===== src/sv/dmc_pkg.sv =====
// Shared types, constants and helpers for the direct-mapped cache tag store.
`default_nettype none
package dmc_pkg;

  localparam int MAX_SETS     = 1024;  // power of two
  localparam int ADDR_WIDTH   = 48;
  localparam int IDX_W        = $clog2(MAX_SETS);
  localparam int TAG_W        = ADDR_WIDTH;
  localparam int CNT_W        = 48;
  localparam int OFF_W        = 5;
  localparam int SETB_W       = 4;
  localparam int SHIFT_W      = 6;
  localparam int CFG_IDX_W    = 1;
  localparam int CFG_DATA_W   = 5;

  localparam logic [OFF_W-1:0]  OFFSET_BITS_RST = OFF_W'(6);
  localparam logic [SETB_W-1:0] SET_BITS_RST    = SETB_W'(7);
  localparam logic [SETB_W-1:0] SET_BITS_MAX    = SETB_W'(IDX_W);

  typedef enum logic [1:0] {
    KIND_READ  = 2'd0,
    KIND_WRITE = 2'd1,
    KIND_FLUSH = 2'd2,
    KIND_STATS = 2'd3
  } kind_t;

  typedef enum logic [CFG_IDX_W-1:0] {
    CFG_OFFSET_BITS = 1'b0,
    CFG_SET_BITS    = 1'b1
  } cfg_reg_t;

  typedef enum logic [2:0] {
    ST_INIT,
    ST_IDLE,
    ST_LOOKUP,
    ST_FLUSH,
    ST_UPDATE
  } state_t;

  // Controller to datapath.
  typedef struct packed {
    logic load_in;  // capture the accepted word
    logic lookup;   // split address, read the tag entry
    logic clear;    // clear one entry, step the sweep counter
    logic update;   // compare, fill, count, load the result
  } dmc_cmd_t;

  // Datapath to controller.
  typedef struct packed {
    logic clear_last;  // sweep counter on the last entry
    logic out_full;    // result register holds a word not yet taken
  } dmc_status_t;

  function automatic logic [CNT_W-1:0] sat_inc(input logic [CNT_W-1:0] v);
    sat_inc = (v == {CNT_W{1'b1}}) ? v : v + CNT_W'(1);
  endfunction

endpackage
`default_nettype wire


===== src/sv/dmc_ctrl.sv =====
// Controller state machine for the direct-mapped cache tag store.
`default_nettype none
module dmc_ctrl
  import dmc_pkg::*;
(
  input  wire logic        clk,
  input  wire logic        rst,
  input  wire logic        in_valid,
  input  wire logic [1:0]  kind,
  input  wire dmc_status_t status,
  output dmc_cmd_t         cmd,
  output logic             in_stall
);

  state_t state, state_next;

  always_ff @(posedge clk) begin
    if (rst) begin
      state <= ST_INIT;
    end else begin
      state <= state_next;
    end
  end

  always_comb begin
    state_next = state;
    cmd        = '0;
    in_stall   = 1'b1;
    case (state)
      ST_INIT: begin
        cmd.clear = 1'b1;
        if (status.clear_last) begin
          state_next = ST_IDLE;
        end
      end
      ST_IDLE: begin
        in_stall    = 1'b0;
        cmd.load_in = in_valid;
        if (in_valid) begin
          state_next = (kind == KIND_FLUSH) ? ST_FLUSH : ST_LOOKUP;
        end
      end
      ST_LOOKUP: begin
        cmd.lookup = 1'b1;
        state_next = ST_UPDATE;
      end
      ST_FLUSH: begin
        cmd.clear = 1'b1;
        if (status.clear_last) begin
          state_next = ST_UPDATE;
        end
      end
      ST_UPDATE: begin
        // hold until the result register is free
        if (!status.out_full) begin
          cmd.update = 1'b1;
          state_next = ST_IDLE;
        end
      end
      default: begin
        state_next = ST_INIT;
      end
    endcase
  end

endmodule
`default_nettype wire


===== config.mk =====
export PLATFORM = sky130hd
export DESIGN_NAME = dmc_ctrl
export DESIGN_NICKNAME = d
export VERILOG_FILES = /design/src/sv/dmc_pkg.sv /design/src/sv/dmc_ctrl.sv
export SDC_FILE = /design/constraint.sdc
export NUM_CORES = 1
export LEC_CHECK = 0
export ABC_AREA = 1
export BUFFER_PORTS_ARGS = -buffer_cell sky130_fd_sc_hd__buf_2
export CAP_MARGIN = 40
export CORE_AREA = 2 2 39 41
export CTS_BUF_LIST = sky130_fd_sc_hd__clkbuf_2 sky130_fd_sc_hd__clkbuf_4 sky130_fd_sc_hd__clkbuf_8
export DETAILED_ROUTE_END_ITERATION = 6
export DIE_AREA = 0 0 41 43
export PLACE_DENSITY = 0.35
export RECOVER_POWER = 50
export SETUP_SLACK_MARGIN = 0.2
export SYNTH_ARGS = -nofsm -noshare
export SYNTH_HDL_FRONTEND = slang
export SYNTH_SLANG_ARGS = --single-unit

===== constraint.sdc =====
create_clock -name clk -period 2.05 [get_ports clk]
set_clock_uncertainty 0.2 [all_clocks]
set_input_delay 0.3075 -clock clk [delete_from_list [all_inputs] [get_ports clk]]
set_output_delay 0.3075 -clock clk [all_outputs]
set_load 0.005 [all_outputs]

==> results of run 1 <==
layout by cell type (no fill, tap or decap), types with 2 or more instances in the layout:
cell,count
inv_1,10
buf_2,10
nand2_1,9
nor2_1,8
nand3_1,5
a21oi_1,4
clkbuf_4,4
dfxtp_1,3
nor3_1,2
worst register-to-register path: stages, from the launching register on:
cell and delay [ns]:
dfxtp_1 0.46, inv_1 0.11, nand3_1 0.10, nand2_1 0.05, nor2_1 0.13, nand2_1 0.07
nand2_1 0.06, nor2_1 0.03
cell type report:
cell class,count,area share (%)
Timing Repair Buffer,11,16.3
Clock buffer,4,9.09
Multi-Input combinational cell,29,39.0
Sequential cell,3,18.2
Inverter,10,11.4
Tap cell,16,6.06
kinds of logic (layout without fill, tap and decap cells):
logic type / after synthesis / in the layout / synth area share [%]
AND/OR/NAND/NOR: 25 / 25 / 46.5
buffers and inverters: 11 / 25 / 19.3
AO/OA/AOI/OAI: 4 / 4 / 8.56
flip-flops: 3 / 3 / 25.7
final timing paths:
path	to	slack, ns	cells after the start
setup / recovery	cmd[3]	0.37	5
setup reg to reg	state[0]	0.72	7
hold / removal	state[1]	0.06	2
hold reg to reg	state[0]	0.35	2
synth_stat cells:
master / count / area share (%)
nand2_1: 9 / 14
nor3_2: 1 / 4.3
inv_1: 10 / 16
nand3_1: 5 / 11
nor2_1: 8 / 13
buf_4: 1 / 3.2
dfxtp_1: 3 / 26
a21oi_1: 4 / 8.6
nor3_1: 2 / 4.3
power groups by stage:
| stage | registers, mW | clock network, mW | logic [mW] |
|---|---|---|---|
| after CTS | 0.0771 | 0.123 | 0.0913 |
| final | 0.0773 | 0.117 | 0.0898 |
| after floorplan | 0.0745 | 0 | 0.0620 |
| after global routing | 0.0779 | 0.133 | 0.102 |
| after global placement | 0.0787 | 0 | 0.0940 |
| after detailed placement | 0.0781 | 0 | 0.0908 |
per-layer routing:
| layer | vias to the layer above | part of all wire (%) | GRT usage [%] |
|---|---|---|---|
| li1 | 157 | - | - |
| met1 | 125 | 45 | 8.01 |
| met2 | 7 | 45 | 11.3 |
| met3 | 2 | 8.6 | 3.14 |
| met4 | 0 | 1.6 | 12.0 |
| met5 | - | 0 | 0 |
==> flow_metrics.py, run 1 <==
metrics = {
    "power": {
        "cellPowerDensity_nw_per_um2": 862,
        "clockPowerShare_pct": 41.3,
        "p_sw_share_pct": 33.2,
        "p_int_mw": 0.190,
        "peakVddDrop_mv": 0.213,
        "seq_power_share_pct": 27.2,
        "power_mw": 0.285,
        "combPwrFrac_pct": 31.6,
        "p_sw_mw": 0.0946,
        "cellLeakagePower_nw": 0.192,
    },
    "floorplan": {
        "die_h_um": 43,
        "io_pins": 12,
        "initial_utilization_pct": 16.9,
        "die_area_um2": 1760,
        "core_um2": 1380,
        "die_w_um": 41,
        "rows": 14,
    },
    "setup_path": {
        "timing.rr.start": "state[2]",
        "startpoint": "state[0]",
        "end_kind": "primary output",
        "cp_top_family": "flip-flops",
        "cp_common_cell": "inv_1",
        "max_stage_delay_ns": 0.41,
        "cp_max_fo": 6,
        "crit_path_top_delay_cell": "dfxtp_1",
        "critical_path_buf_inv_count": 3,
        "crit_path_cell_trace": "inv_1, nor3_2, nand2_1, inv_1, buf_2",
        "crit_path_start_kind": "register",
        "worstSetupPathType": "reg -> out",
        "crit_required_ns": 1.54,
        "worstPathArrival_ns": 1.17,
    },
    "routing": {
        "drtAntennaViolNets": 0,
        "drtPass1Iterations": 2,
        "wl_um": 568,
        "drc": 0,
        "vias_per_cell": 3.99,
        "num_vias": 291,
        "drt_iter0_drc": 3,
        "wl_per_cell_um": 7.78,
    },
    "yosys": {
        "synth_area_per_cell_um2": 5.44,
        "yosysSeqAreaShare_pct": 25.7,
        "syn_inst": 43,
        "synth-seq-cells": 3,
        "yosys_warnings": 0,
        "syn_nets": 50,
        "ys_types": 9,
        "syn_area_um2": 234,
    },
    "layout": {
        "multi_input_area_um2": 129,
        "largest_reg_flops": 3,
        "drive_gt1_share_pct": 26.3,
        "fin_util_pct": 23.9,
        "synthToLayoutAreaGrowth_pct": 41.2,
        "final_cells": 73,
        "fin_nets": 65,
        "final_area_um2": 330,
        "n_fill_cell": 159,
        "largest_register": "state",
        "antenna_cells": 0,
        "top_regs": "state x3",
        "register_area_um2": 60.1,
    },
    "clock_tree": {
        "insertion_delay_ns": 0.23,
        "cts.repair.resized": 0,
        "cts_sinks": 3,
        "h-tree-depth": 1,
        "clkSlewWorstSetupHoldPaths_ns": 0.04,
        "holdBufCountCts": 0,
        "post-cts-setup-buffers": 0,
        "root_buffer": "clkbuf_4",
        "cts_made_buffers": 3,
        "cts.path.max_buffers": 2,
        "cts_tree": "done",
    },
    "worst_hold_path": {
        "min_path_type": "in -> reg",
        "min_from": "rst",
    },
    "status": {
        "status": "finished clean",
    },
    "global_route": {
        "antenna_found_initial": 0,
        "groute.usage.overall_pct": 8.53,
        "grt-ovfl-total": 0,
        "grt_max_degree": 9,
        "grt_pass1_wl_um": 883,
        "grt_pass1_vias": 244,
    },
    "sta": {
        "hold_violations": 0,
        "fin_crit_sh_pct": 81.8,
        "worst_pin_slew_ns": 0.262,
        "finalWorstSetupSlack_ns": 0.373,
        "setup_violations": 0,
        "whs_ns": 0.0633,
        "min_period_ns": 1.68,
        "drv_slew": 0,
        "relSlewSlack_pct": 82.5,
        "max_freq_mhz": 596,
        "rsz0062_at_grt": "false",
        "finalSetupTns_ns": 0,
    },
    "placed_design": {
        "place_congestion": 0.691,
        "place_ws_ns": 0.617,
        "io_buffers": 11,
        "dp.cells": 69,
        "dp_hpwl_um": 476,
        "post_dp_cell_area_um2": 302,
    },
    "run": {
        "cap_violations": 0,
    },
}
Note: power is estimated with default switching activity, not from simulation.
==> inputs of run 2 (changes only) <==
--- a/config.mk
+++ b/config.mk
@@ -5,7 +5,7 @@
 export SDC_FILE = /design/constraint.sdc
 export NUM_CORES = 1
 export LEC_CHECK = 0
-export ABC_AREA = 1
+export ABC_AREA = 0
 export BUFFER_PORTS_ARGS = -buffer_cell sky130_fd_sc_hd__buf_2
 export CAP_MARGIN = 40
 export CORE_AREA = 2 2 39 41
==> constraint.sdc (replaced) <==
create_clock -name clk -period 1.73 [get_ports clk]
set_clock_uncertainty 0.2 [all_clocks]
set_input_delay 0.2595 -clock clk [delete_from_list [all_inputs] [get_ports clk]]
set_output_delay 0.2595 -clock clk [all_outputs]
set_load 0.005 [all_outputs]
==> run 2 against run 1 <==
Net effect:
- register-to-register slack got worse by 0.57 ns
- hold slack got worse by 0.045 ns
- largest cell class unchanged
- largest power group unchanged
- sequential share of layout area decreased by 1.6 points
- synthesized cell count decreased by 37%
- first-iteration DRC count increased by 33%
- final cell count decreased by 15%
- clock power increased by 21%
- critical path depth decreased by 2
==> flow_metrics.py, run 2 <==
metrics = {
    "status": {
        "status": "finished clean",
    },
    "routing": {
        "drt_iter0_drc": 4,
        "wl_um": 630,
        "drc": 0,
        "vias_per_cell": 4.05,
        "wl_per_cell_um": 10.2,
        "drtAntennaViolNets": 0,
        "num_vias": 251,
        "drtPass1Iterations": 2,
    },
    "setup_path": {
        "cp_max_fo": 4,
        "startpoint": "state[2]",
        "worstPathArrival_ns": 1.16,
        "timing.rr.start": "state[1]",
        "worstSetupPathType": "reg -> out",
        "end_kind": "primary output",
        "crit_required_ns": 1.27,
        "r2r_slack_ns": 0.15,
        "crit_path_start_kind": "register",
    },
    "sta": {
        "rsz0062_at_grt": "true",
        "finalSetupTns_ns": 0,
        "drv_slew": 0,
        "hold_violations": 0,
        "min_period_ns": 1.62,
        "setup_violations": 0,
        "fin_crit_sh_pct": 93.7,
        "worst_pin_slew_ns": 0.449,
        "relSlewSlack_pct": 70.0,
        "max_freq_mhz": 617,
        "whs_ns": 0.0184,
    },
    "placed_design": {
        "post_dp_cell_area_um2": 297,
        "io_buffers": 11,
        "place_congestion": 0.790,
    },
    "yosys": {
        "yosysSeqAreaShare_pct": 26.1,
        "synth_area_per_cell_um2": 8.53,
        "synth_top_family_by_area": "simple AND/OR/NAND/NOR gates",
        "syn_nets": 34,
        "synth_simple_gate_area_share_pct": 39.7,
        "ys_async_sr_fraction_pct": 0,
        "syn_inst": 27,
        "yosys_warnings": 0,
        "ys.flop_type": "dfxtp_1",
        "synth_commonest_cells": "nor2_1, dfxtp_1, a21oi_1, nand2b_1",
        "synth_edf_count": 0,
        "ys_types": 20,
        "synthDominantCellAreaShare_pct": 26.1,
        "synth_compound_area_share_pct": 17.4,
        "synth_area_leaders": "dfxtp_1, nor2_1, and4bb_2",
        "syn_area_um2": 230,
        "synth.most_common_cell": "nor2_1",
        "synth_top_area_cell": "dfxtp_1",
        "synth-seq-cells": 3,
        "synthAdderAreaFrac_pct": 0,
        "synth_mux_area_share_pct": 4.35,
        "yosys.area_share.xor_xnor_pct": 3.80,
    },
    "power": {
        "cellLeakagePower_nw": 0.180,
        "seq_power_share_pct": 24.2,
        "p_int_mw": 0.262,
        "peakVddDrop_mv": 0.222,
        "combPwrFrac_pct": 36.6,
        "clockPowerShare_pct": 39.3,
        "p_sw_share_pct": 27.8,
        "p_sw_mw": 0.101,
        "cellPowerDensity_nw_per_um2": 889,
    },
    "layout": {
        "most-common-layout-cells": "buf_2, nor2_1, clkbuf_4, buf_6, buf_4",
        "fin_nets": 54,
        "n_fill_cell": 159,
        "synthToLayoutAreaGrowth_pct": 77.2,
        "largest_reg_flops": 3,
        "top_regs": "state x3",
        "layout_commonest_cell": "buf_2",
        "drive_gt1_share_pct": 60.9,
        "antenna_cells": 0,
        "final_area_um2": 408,
        "largest_register": "state",
    },
    "run": {
        "cap_violations": 0,
    },
    "global_route": {
        "grt_pass1_vias": 260,
        "antenna_found_initial": 0,
        "grt_pass1_wl_um": 938,
        "grt-ovfl-total": 0,
        "groute.usage.overall_pct": 8.13,
        "grt_max_degree": 7,
    },
    "clock_tree": {
        "cts_made_buffers": 3,
        "insertion_delay_ns": 0.24,
        "h-tree-depth": 1,
        "cts.path.max_buffers": 2,
        "cts_tree": "done",
        "root_buffer": "clkbuf_4",
        "clkSlewWorstSetupHoldPaths_ns": 0.04,
        "cts_sinks": 3,
    },
    "floorplan": {
        "io_pins": 12,
        "initial_utilization_pct": 16.6,
        "die_w_um": 41,
        "core_um2": 1380,
        "die_h_um": 43,
        "die_area_um2": 1760,
        "rows": 14,
    },
    "worst_hold_path": {
        "min_from": "rst",
        "min_path_type": "in -> reg",
    },
}
[run 2: cell count changes in the layout (fill, tap and decap cells not counted), moves of 3 or more]
cell / before / now
buf_4: 0 / 3
buf_6: 0 / 3
inv_1: 10 / 1
nand2_1: 9 / 0
nand3_1: 5 / 0
nor2_1: 8 / 4
[run 2: cell type report]
cell class	instances	area [um2]	share of cell area [%]
multi-input cells	21	176	43.3
repair buffers	17	110	27.0
flip-flops and latches	3	67.6	16.6
clock buffers	4	30.0	7.36
well taps	16	20.0	4.91
inverters	1	3.75	0.920
[run 2: metrics by stage]
stage          utilization [%]  setup WS, ns  power (mW)  instances
2_1_floorplan                -         0.218       0.145         27
3_3_place_gp              21.4        0.0890       0.179         53
3_5_place_dp              21.4        0.0988       0.179         53
4_1_cts                   29.3        0.0914       0.360         61
5_1_grt                   29.5        0.0736       0.379         62
6_report                  29.5         0.109       0.363         62
[run 2: worst max-delay path, stage by stage, from the launching register on]
cell and delay, ns:
dfxtp_1 0.33, or3b_4 0.40, nor2_1 0.08, buf_2 0.11
[run 2: timing repair]
action | CTS | global route
resized for setup | 13 | 0
hold buffers | 0 | 0
buffers inserted | 4 | 1
cloned | 0 | 0
pin swaps | 4 | 4
setup endpoints to repair | 6 | 6
[run 2: kinds of logic (layout without fill, tap and decap cells)]
logic type	after synthesis	count (layout)
mux	1	1
simple gates	13	13
xor+xnor	1	1
buf+inv	3	22
compound gates	6	6
flops	3	3
[run 2: power by group through the flow]
stage / clock network, mW / logic (mW) / registers, mW
after floorplan: 0 / 0.0637 / 0.0815
final: 0.142 / 0.133 / 0.0876
after detailed placement: 0 / 0.0845 / 0.0942
after global placement: 0 / 0.0845 / 0.0944
after global routing: 0.145 / 0.145 / 0.0887
after CTS: 0.141 / 0.132 / 0.0872
[run 2: path summary, 6_finish.rpt]
path	depth (start not counted)	to
max	3	cmd[3]
min	2	state[0]
min reg2reg	2	state[0]
max reg2reg	5	state[0]
[run 2: layer usage]
layer | part of all wire, % | global-route usage [%] | up-vias
li1 | - | - | 137
met1 | 42 | 8.04 | 106
met2 | 52 | 12.8 | 8
met3 | 4.9 | 1.57 | 0
met4 | 0 | 8.00 | 0
met5 | 0 | 0 | -
